File: src/pfi_pkg.sv
// Shared types, constants and saturation helpers for the particle force integrator.
package pfi_pkg;

    localparam int LANES   = 3;
    localparam int DW      = 32;
    localparam int UW      = 31;
    localparam int PW      = 64;
    localparam int SQW     = 62;
    localparam int IN_TDW  = 128;
    localparam int OUT_TDW = 9 * DW;

    localparam logic signed [DW-1:0] Q_MAX = 32'sh7FFF_FFFF;
    localparam logic signed [DW-1:0] Q_MIN = 32'sh8000_0000;
    localparam logic [UW-1:0]        U_MAX = 31'h7FFF_FFFF;
    localparam logic [UW-1:0]        INV_MASS_RESET = 31'd65536;

    typedef enum logic [1:0] {
        OP_ADD_FORCE = 2'd0,
        OP_INTEGRATE = 2'd1,
        OP_LOAD_POS  = 2'd2,
        OP_LOAD_VEL  = 2'd3
    } t_op;

    typedef enum logic [2:0] {
        ST_IDLE,
        ST_EXEC,
        ST_ACC,
        ST_VDT,
        ST_VEL,
        ST_AHALF,
        ST_POS,
        ST_DONE
    } t_state;

    typedef enum logic [2:0] {
        STEP_NONE,
        STEP_EXEC,
        STEP_ACC,
        STEP_VDT,
        STEP_VEL,
        STEP_AHALF,
        STEP_POS
    } t_step;

    typedef struct packed {
        t_step step;
        t_op   op;
    } t_lane_ctl;

    // saturate an exact sum of up to three Q16.16 terms
    function automatic logic signed [DW-1:0] sat_sum(input logic signed [DW+1:0] s);
        logic signed [DW-1:0] r;
        if (s[DW+1:DW-1] == 3'b000 || s[DW+1:DW-1] == 3'b111) begin
            r = s[DW-1:0];
        end else if (s[DW+1]) begin
            r = Q_MIN;
        end else begin
            r = Q_MAX;
        end
        return r;
    endfunction

    // floor(p / 2^16) saturated to 32 bits
    function automatic logic signed [DW-1:0] sat_prod(input logic signed [PW-1:0] p);
        logic signed [DW-1:0] r;
        if ((&p[PW-1:47]) || !(|p[PW-1:47])) begin
            r = p[47:16];
        end else if (p[PW-1]) begin
            r = Q_MIN;
        end else begin
            r = Q_MAX;
        end
        return r;
    endfunction

    // floor(dt*dt / 2^17) saturated to 31 bits
    function automatic logic [UW-1:0] half_sq(input logic [SQW-1:0] sq);
        logic [UW-1:0] r;
        if (|sq[SQW-1:48]) begin
            r = U_MAX;
        end else begin
            r = sq[47:17];
        end
        return r;
    endfunction

endpackage

File: src/pfi_out.sv
// Merge stage: packs the three lanes into one result word and holds it for the receiver.
module pfi_out (
    input  logic                              i_clk,
    input  logic                              i_rst_n,
    input  logic                              i_load,
    input  logic signed [pfi_pkg::DW-1:0]     i_pos [pfi_pkg::LANES],
    input  logic signed [pfi_pkg::DW-1:0]     i_vel [pfi_pkg::LANES],
    input  logic signed [pfi_pkg::DW-1:0]     i_acc [pfi_pkg::LANES],
    input  logic                              i_tready,
    output logic                              o_tvalid,
    output logic [pfi_pkg::OUT_TDW-1:0]       o_tdata,
    output logic                              o_free
);

    logic                         r_valid, n_valid;
    logic [pfi_pkg::OUT_TDW-1:0]  r_data;
    logic [pfi_pkg::OUT_TDW-1:0]  w_word;

    always_comb begin
        w_word = '0;
        for (int i = 0; i < pfi_pkg::LANES; i++) begin
            w_word[i*pfi_pkg::DW +: pfi_pkg::DW]                   = i_pos[i];
            w_word[(pfi_pkg::LANES+i)*pfi_pkg::DW +: pfi_pkg::DW]  = i_vel[i];
            w_word[(2*pfi_pkg::LANES+i)*pfi_pkg::DW +: pfi_pkg::DW] = i_acc[i];
        end
    end

    assign o_free = !r_valid || i_tready;

    always_comb begin
        n_valid = r_valid;
        if (i_load) begin
            n_valid = 1'b1;
        end else if (i_tready) begin
            n_valid = 1'b0;
        end
    end

    always_ff @(posedge i_clk) begin
        if (!i_rst_n) begin
            r_valid <= 1'b0;
        end else begin
            r_valid <= n_valid;
        end
    end

    always_ff @(posedge i_clk) begin
        if (i_load) begin
            r_data <= w_word;
        end
    end

    assign o_tvalid = r_valid;
    assign o_tdata  = r_data;

endmodule

File: config.mk
export PLATFORM = sky130hd
export DESIGN_NAME = pfi_out
export DESIGN_NICKNAME = d
export VERILOG_FILES = /design/src/pfi_pkg.sv /design/src/pfi_out.sv
export SDC_FILE = /design/constraint.sdc
export NUM_CORES = 1
export LEC_CHECK = 0
export ABC_AREA = 1
export BUFFER_PORTS_ARGS = -buffer_cell sky130_fd_sc_hd__buf_2
export CAP_MARGIN = 10
export CORE_AREA = 2 2 224 226
export DETAILED_ROUTE_END_ITERATION = 10
export DIE_AREA = 0 0 226 228
export HOLD_SLACK_MARGIN = 0.02
export PLACE_DENSITY = 0.51
export SLEW_MARGIN = 10
export SYNTH_ARGS = -nofsm -noshare
export SYNTH_HDL_FRONTEND = slang
export SYNTH_SLANG_ARGS = --single-unit
File: constraint.sdc
create_clock -name i_clk -period 0.8 [get_ports i_clk]
set_clock_uncertainty 0.1 [all_clocks]
set_input_delay 0.04 -clock i_clk [delete_from_list [all_inputs] [get_ports i_clk]]
set_output_delay 0.04 -clock i_clk [all_outputs]
set_load 0.02 [all_outputs]
==> run metrics, run 1 <==
commonest non-fill, non-tap cell in the layout buf_2; Crit. End Element primary output; Post-Synthesis Cells about 300; # DRC 0; post-synth top area share 0.995; DP Worst Slack -161 ps; placed insts 1574; max-slew violation count 0; Die H between 200 and 250 um; Levels on crit path 1; Detailed Place HPWL about 21000 um; CP bufs+invs 1; Pwr Density around 2100 nW/um^2; failing checks negative hold slack, negative setup slack; commonest cells after routing, fill and taps aside buf_2 (343), dlygate4sd3_1 (289), edfxtp_1 (288); hold-critical path depth 5; Starting Density 0.176; Starting DRT DRC Count between 200 and 300; slowest cell delay on critical path 450 ps; Final min period 1320 ps; drt first pass iters 4; static leakage ~7.5 nW; layout cells sized above 1 0.521; Setup-failing EPs final 290; maximum vdd drop 0.00168 V; Worst Tran Pin Value approximately 330 ps; WS Path Type flip-flop to primary output; final wirelength ~31000 um; htree depth 1; cell type with the highest aggregate area in the netlist edfxtp_1; vias per std cell between 3 and 4; MaxCap Viol Count 0; Worst EP arrival 1180 ps; Worst EP required between 600 and 700 ps; total die area 51500 um^2; Setup crit start kind flip-flop; Post-Synthesis Cell Area 8690 um^2; Die Span X approximately 230 um; non-filler cells in the finished layout 1922; CTS tree done; PortBufs between 500 and 600; Avg WL per Cell between 15 and 20 um; RSZ-0062 raised after global routing yes; pin count of the biggest net entering global routing 34; fin crit share 1.65; hold buffer count at CTS 289; critical path, cell by cell buf_6; Distinct cells, synth 5; status finished, violations left; via count between 6000 and 7000; FP Rows 82; clk_lat worst skew roughly 570 ps; Clk pin slew, worst setup/hold paths around 60 ps; CTS buffer count 30; Hold Path Class input pin to flip-flop; Rel. slew slack 0.780; antenna-violating nets left 0; Seq/Total Area, Yosys 0.997; Max Buffers Root-to-Sink 3; first-pass GRT wire length roughly 43000 um; core area 49300 um^2; CTS Sinks between 200 and 300; Hold WS -251 ps; number of global-route vias before repair around 7500; slowest CP cell edfxtp_1; Max Clk Rate ~760 MHz; syn_area_per_cell between 20 and 30 um^2; Worst Path Max Fanout 1; GP Congestion 0.816; IO Pins a little under 600; total track usage 0.112; setup ws final -519 ps; top cells by area, synth edfxtp_1 (99%), dfxtp_1 (0.23%), inv_1 (0.13%); CP delay by family, top flip-flops; final global-route overflow total 0; area grow syn2layout 108%; Reg2Reg Depth 3; overall power around 38 mW; Yosys warning count 0; final hold vios 238; Yosys reg bits approximately 290; initial antenna violation count 2; Syn Nets ~590; Final nets 1516; Root Driver clkbuf_16
## stage by stage
| stage | hold slack (ps) | cell area (um^2) | TNS, ps | utilization |
|---|---|---|---|---|
| 2_1_floorplan | 38.9 | 8700 | 0 | - |
| 3_3_place_gp | 116 | 12700 | -29950 | 0.258 |
| 3_5_place_dp | 118 | 12700 | -32240 | 0.258 |
| 4_1_cts | -317 | 17400 | -141330 | 0.353 |
| 5_1_grt | -282 | 18100 | -144390 | 0.366 |
| 6_report | -251 | 18100 | -128030 | 0.366 |
## sequential cells by signal (all words and copies together) (netlist names)
signal	cells
o_tdata	288
o_tvalid	1
## what timing repair did
action / CTS / global route
gates cloned: 0 / 0
gates resized for setup: 280 / 195
pin swaps: 1 / 0
setup buffers: 1 / 0
hold endpoints to repair: 577 / 289
setup endpoints to repair: 290 / 291
## where the power goes
part | leakage (nW) | internal, mW | switching (mW)
registers | 2.83 | 18.0 | 0.556
clock network | 0.448 | 7.55 | 5.69
logic | 4.18 | 3.38 | 2.89
## synth_stat cells
master / n
a21oi_2: 1
dfxtp_1: 1
edfxtp_1: 288
inv_1: 3
nand2_2: 1
## routing by layer
layer	up-vias	wire [um]	global-route usage
met5	-	0	0
met2	375	16500	0.206
li1	3064	-	-
met3	77	2990	0.0443
met4	0	1180	0.0404
met1	3202	10700	0.112
## cell type report
| class | count | area [um^2] |
|---|---|---|
| fill | 4589 | 31300 |
| timing repair buffer | 898 | 7590 |
| tap | 672 | 841 |
| sequential | 289 | 8670 |
| clock buffer | 42 | 796 |
| antenna | 2 | 5.00 |
| clock inverter | 14 | 124 |
| inverter | 3 | 11.3 |
| multi-input combinational | 2 | 15.0 |
## worst paths after layout
| check | startpoint | to | slack [ps] |
|---|---|---|---|
| min reg2reg | o_tvalid$_SDFFE_PN0P_ | o_tvalid$_SDFFE_PN0P_ | 470 |
| min | i_tready | o_tvalid$_SDFFE_PN0P_ | -250 |
| max reg2reg | o_tvalid$_SDFFE_PN0P_ | o_tvalid$_SDFFE_PN0P_ | 10 |
| max | o_tdata[272]$_DFFE_PP_ | o_tdata[272] | -520 |
## cell families (layout without fill, tap and decap cells)
kind of cell           count (synthesis)  in the layout  synth area share
DFF                                  289            289             0.997
other                                  0              2                 0
and+or+nand+nor                        1              1          0.000720
buffers and inverters                  3            957           0.00130
AOI/OAI and AO/OA                      1              1           0.00101
Note: power is estimated with default switching activity, not from simulation.
==> run 2: changes to the inputs <==
--- a/config.mk
+++ b/config.mk
@@ -11,2 +11,3 @@
 export CORE_AREA = 2 2 224 226
+export CTS_CLUSTER_SIZE = 16
 export DETAILED_ROUTE_END_ITERATION = 10
--- a/constraint.sdc
+++ b/constraint.sdc
@@ -4,2 +4,2 @@
 set_output_delay 0.04 -clock i_clk [all_outputs]
-set_load 0.02 [all_outputs]
+set_load 0.1 [all_outputs]
==> run 2 against run 1 <==
Against the previous run:
- the flow still finishes with violations (negative hold slack, negative setup slack)
- largest cell class is now buffers
- routed wire length increased by 0.79%
- critical path depth unchanged
- cell area increased by 17%
- via count decreased by 1.9%
- global-route usage increased by 0.89 points
- highest routed layer is now met5
- sequential power increased by 3%
==> run metrics, run 2 (synthesis gave the netlist of run 1 again) <==
Net Switching 16.9 mW (was 9.13 mW); htree depth 2 (was 1); Worst Tran Pin Value 266 ps (was 330 ps); Hold EP o_tvalid$_SDFFE_PN0P_ (unchanged); final wirelength 31700 um (was 31400 um); setup ws final -572 ps (was -519 ps); Avg WL per Cell 16.4 um (about the same); CTS Sinks 289 (unchanged); Starting DRT DRC Count 221 (was 267); via count 6590 (was 6718); Max Clk Rate 729 MHz (was 758 MHz); status finished, violations left (unchanged); total die area 51500 um^2 (unchanged); Worst Path Max Fanout 1 (unchanged); Setup crit start kind flip-flop (unchanged); Hold Path Class input pin to flip-flop (unchanged); first-pass GRT wire length 45800 um (was 43400 um); Combinational Power Share 0.317 (was 0.165); # fillers 4277 (was 4589); Hold WS -158 ps (was -251 ps); pin count of the biggest net entering global routing 23 (was 34); worst r2r src o_tvalid$_SDFFE_PN0P_ (unchanged); switching share of power 0.339 (was 0.240); Pwr Density 2350 nW/um^2 (was 2110 nW/um^2); IO Pins 582 (unchanged); Clk pwr share 0.300 (was 0.348); cell internal pwr 33.0 mW (was 29.0 mW); number of global-route vias before repair 7441 (was 7518); Core Util, Final 0.429 (was 0.366); commonest non-fill, non-tap cell in the layout buf_12 (was buf_2); CP delay by family, top flip-flops (unchanged); antenna-violating nets left 0 (unchanged); core area 49300 um^2 (unchanged); PortBufs 581 (unchanged); FF-to-FF End o_tvalid$_SDFFE_PN0P_ (unchanged); static leakage 8.68 nW (was 7.46 nW); critical path, cell by cell buf_12 (was buf_6); slowest cell delay on critical path 490 ps (was 450 ps); Die H 228 um (unchanged); WS Path Type flip-flop to primary output (unchanged); hold-critical path depth 5 (unchanged); Worst EP required 660 ps (about the same); hold buffer count at CTS 289 (unchanged); # DRC 0 (unchanged); Crit. End Element primary output (unchanged); maximum vdd drop 0.00210 V (was 0.00168 V); setup_tns -134730 ps (was -128030 ps); total track usage 0.121 (was 0.112); max FFs per register 288 (unchanged); RSZ-0062 raised after global routing yes (unchanged); slowest CP cell edfxtp_1 (unchanged); MaxCap Viol Count 0 (unchanged); Detailed Place HPWL 23500 um (was 21000 um); Levels on crit path 1 (unchanged); Clk pin slew, worst setup/hold paths 60 ps (about the same); commonest cells after routing, fill and taps aside buf_12 (297), buf_2 (290), dlygate4sd3_1 (289) (was buf_2 (343), dlygate4sd3_1 (289), edfxtp_1 (288)); CTS tree done (unchanged); initial antenna violation count 4 (was 2); fin crit share 1.72 (was 1.65); vias per std cell 3.41 (was 3.50); area grow syn2layout 144% (was 108%); Rel. slew slack 0.822 (was 0.780); ANT cells 0 (was 2); Die Span X 226 um (unchanged); Setup-failing EPs final 291 (was 290); Final nets 1531 (was 1516); Final min period 1370 ps (was 1320 ps); Max Buffers Root-to-Sink 3 (unchanged); FP Rows 82 (unchanged); Worst EP arrival 1230 ps (was 1180 ps); final hold vios 66 (was 238); max-slew violation count 0 (unchanged); drt first pass iters 4 (unchanged); register area 8670 um^2 (about the same); Starting Density 0.176 (unchanged); failing checks negative hold slack, negative setup slack (unchanged); Reg2Reg Depth 3 (unchanged); GP Congestion 0.839 (was 0.816); r2r setup slk -40 ps (was 10 ps); min-delay src i_tready (unchanged); area taken by multi-input logic gates 28.8 um^2 (was 15.0 um^2); part of the power in registers 0.382 (was 0.488); CTS buffer count 34 (was 30); final global-route overflow total 0 (unchanged); crit path launch o_tdata[139]$_DFFE_PP_ (was o_tdata[272]$_DFFE_PP_); Root Driver clkbuf_16 (unchanged); clk_lat worst skew 510 ps (was 570 ps); CP bufs+invs 1 (unchanged); layout cells sized above 1 0.532 (was 0.521)
## run 2: worst register-to-register path, stage by stage (launching register included)
cell	delay [ps]
dfxtp_4	380
nand2_8	60
buf_6	110
a21oi_2	110
## run 2: what timing repair did
action                                 4_1_cts  5_1_grt
gates resized for setup                      0        1
buffers inserted                             1        1
endpoints found under the hold margin      498      131
setup endpoints to repair                  290      291
pin swaps                                    1        1
## run 2: layout make-up
class / count / share of cell area
multi-input combinational: 2 / 0.00136
timing repair buffer: 909 / 0.498
clock inverter: 17 / 0.00644
clock buffer: 42 / 0.0446
inverter: 3 / 0.000532
tap: 672 / 0.0397
sequential: 289 / 0.409
## run 2: per-stage QoR
| stage | cell area (um^2) | std cells | worst slack (ps) | total power [mW] |
|---|---|---|---|---|
| global placement | 17200 | 1585 | -254 | 34.0 |
| finish | 21200 | 1934 | -572 | 49.9 |
| CTS | 21200 | 1934 | -595 | 50.5 |
| detailed placement | 17200 | 1585 | -249 | 34.1 |
| floorplan | 8710 | 294 | -244 | 27.2 |
| global route | 21200 | 1934 | -621 | 51.5 |
## run 2: how the worst max path moves through the flow
| stage | endpoint | slack (ps) |
|---|---|---|
| 6_report | o_tdata[139] | -570 |
| 5_1_grt | o_tdata[139] | -620 |
| 4_1_cts | o_tdata[223] | -600 |
| 3_5_place_dp | o_tdata[38]$_DFFE_PP_ | -250 |
| 3_3_place_gp | o_tdata[38]$_DFFE_PP_ | -250 |
| 2_1_floorplan | o_tdata[0] | -240 |
## run 2: routing by layer
layer,vias to the layer above,part of all wire,track usage
met3,53,0.076,0.0393
met2,309,0.54,0.220
met5,-,0.00085,0
li1,3100,-,-
met4,4,0.026,0.0401
met1,3124,0.36,0.130
## run 2: power groups by stage
stage	clock network [mW]	logic, mW	registers (mW)
after detailed placement	0	14.7	19.4
after CTS	15.5	15.9	19.1
after global routing	16.1	16.1	19.2
after floorplan	0	0.0318	27.2
after global placement	0	14.7	19.4
final	15.0	15.8	19.1
==> run 3: changes to the inputs <==
CELL_PAD_IN_SITES_DETAIL_PLACEMENT = 1   (was not set)
CELL_PAD_IN_SITES_GLOBAL_PLACEMENT = 2   (was not set)
PLACE_DENSITY = 0.65   (was 0.51)
==> run 3 against run 2 <==
Against the previous run:
- the run still ends with negative hold slack, negative setup slack left
- die area unchanged
- power down 3.0%
- utilization down 0.46 points
- via count up 3.6%
- critical path type unchanged
- register-to-register slack about the same
- flip-flop and latch count unchanged
- largest cell class unchanged
- global-route usage up 2.3 points
==> run metrics, run 3 (synthesis gave the netlist of run 1 again) <==
status finished, violations left (unchanged); failing checks negative hold slack, negative setup slack (unchanged); Avg WL per Cell 19.7 um (was 16.4 um); Setup crit start kind flip-flop (unchanged); Setup-failing EPs final 291 (unchanged); setup_tns -150930 ps (was -134730 ps); layout cells sized above 1 0.524 (was 0.532); PortBufs 581 (unchanged); fin crit share 1.72 (about the same); max-slew violation count 0 (unchanged); area grow syn2layout 141% (was 144%); Reg2Reg Depth 3 (unchanged); total die area 51500 um^2 (unchanged); clk_lat worst skew 560 ps (was 510 ps); Detailed Place HPWL 25400 um (was 23500 um); RSZ-0062 raised after global routing yes (unchanged); htree depth 1 (was 2); FP Rows 82 (unchanged); Max Clk Rate 728 MHz (was 729 MHz); final hold vios 258 (was 66); hold buffer count at CTS 289 (unchanged); critical path, cell by cell buf_12 (unchanged); slowest CP cell edfxtp_1 (unchanged); drt first pass iters 4 (unchanged); maximum vdd drop 0.00203 V (was 0.00210 V); MaxCap Viol Count 0 (unchanged); CP bufs+invs 1 (unchanged); Pwr Density 2310 nW/um^2 (was 2350 nW/um^2); Worst Path Max Fanout 1 (unchanged); Levels on crit path 1 (unchanged); first-pass GRT wire length 54400 um (was 45800 um); Clk pin slew, worst setup/hold paths 60 ps (about the same); Starting DRT DRC Count 230 (was 221); final wirelength 37800 um (was 31700 um); Worst Tran Pin Value 260 ps (was 266 ps); Worst EP required 660 ps (about the same); initial antenna violation count 3 (was 4); total track usage 0.144 (was 0.121); GP Congestion 0.801 (was 0.839); slowest cell delay on critical path 450 ps (was 490 ps); overall power 48.4 mW (was 49.9 mW); Hold Path Class input pin to flip-flop (unchanged); Die Span X 226 um (unchanged); Final nets 1518 (was 1531); IO Pins 582 (unchanged); CTS tree done (unchanged); number of global-route vias before repair 8026 (was 7441); WS Path Type flip-flop to primary output (unchanged); antenna-violating nets left 0 (unchanged); hold-critical path depth 5 (unchanged); Final min period 1370 ps (about the same); max FFs per register 288 (unchanged); final global-route overflow total 0 (unchanged); Rel. slew slack 0.827 (was 0.822); DP Worst Slack -138 ps (was -249 ps); static leakage 8.55 nW (was 8.68 nW); Worst EP arrival 1230 ps (about the same); via count 6826 (was 6590); setup ws final -574 ps (was -572 ps); ANT cells 0 (unchanged); Die H 228 um (unchanged); CTS buffer count 31 (was 34); Root Driver clkbuf_16 (unchanged); # DRC 0 (unchanged); core area 49300 um^2 (unchanged); CP delay by family, top flip-flops (unchanged); Max Buffers Root-to-Sink 3 (unchanged); vias per std cell 3.55 (was 3.41); # fillers 4802 (was 4277); pin count of the biggest net entering global routing 28 (was 23); CTS Sinks 289 (unchanged); commonest non-fill, non-tap cell in the layout buf_12 (unchanged); Hold WS -201 ps (was -158 ps); Starting Density 0.176 (unchanged); Crit. End Element primary output (unchanged); commonest cells after routing, fill and taps aside buf_12 (298), buf_2 (290), dlygate4sd3_1 (289) (was buf_12 (297), buf_2 (290), dlygate4sd3_1 (289))
==> run 3: cell types whose count changed in the layout (fill, tap and decap cells not counted), sizes merged <==
cell	delta
buf	-10
bufinv	-1
clkbuf	-1
clkinv	-3
clkinvlp	+1
inv	+1
==> run 3: area by class of cell <==
class,count,area (um^2),area share
Inverter,3,11.3,0.000537
Timing Repair Buffer,899,10500,0.500
Clock inverter,15,105,0.00501
Multi-Input combinational cell,2,28.8,0.00137
Clock buffer,41,813,0.0388
Tap cell,672,841,0.0401
Sequential cell,289,8670,0.414
==> run 3: final timing paths <==
check / start / end / slack, ps
min reg2reg: o_tvalid$_SDFFE_PN0P_ / o_tvalid$_SDFFE_PN0P_ / 510
min: i_tready / o_tvalid$_SDFFE_PN0P_ / -200
max: o_tdata[45]$_DFFE_PP_ / o_tdata[45] / -570
max reg2reg: o_tvalid$_SDFFE_PN0P_ / o_tvalid$_SDFFE_PN0P_ / -50
==> run 3: metal layers <==
layer / routed length (um) / vias up / track usage / part of all wire
met5: 44 / - / 0 / 0.0012
met3: 3170 / 54 / 0.0447 / 0.084
met1: 12700 / 3344 / 0.144 / 0.34
met2: 21200 / 355 / 0.284 / 0.56
met4: 662 / 6 / 0.0306 / 0.018
li1: - / 3067 / - / -
==> run 3: worst min-delay path: stages <==
cell	delay (ps)
buf_2	70
inv_1	80
nand2_8	100
buf_6	90
a21oi_2	40
==> run 3: stage by stage <==
stage          std cells  area (um^2)   util
2_1_floorplan        294         8710      -
3_3_place_gp        1575        17100  0.347
3_5_place_dp        1575        17100  0.347
4_1_cts             1921        21000  0.425
5_1_grt             1921        21000  0.425
6_report            1921        21000  0.425
==> run 3: repair_timing <==
action / CTS / global route
setup buffers: 1 / 0
cloned: 0 / 0
pin swaps: 1 / 1
hold endpoints to repair: 577 / 289
gates resized for setup: 0 / 1
setup endpoints to repair: 290 / 291
==> run 3: report_power, final <==
| part | switching [mW] | internal, mW | leakage, nW | total (mW) |
|---|---|---|---|---|
| Combinational | 10.1 | 5.85 | 5.28 | 15.9 |
| Sequential | 1.04 | 18.1 | 2.83 | 19.1 |
| Clock | 5.92 | 7.43 | 0.440 | 13.3 |
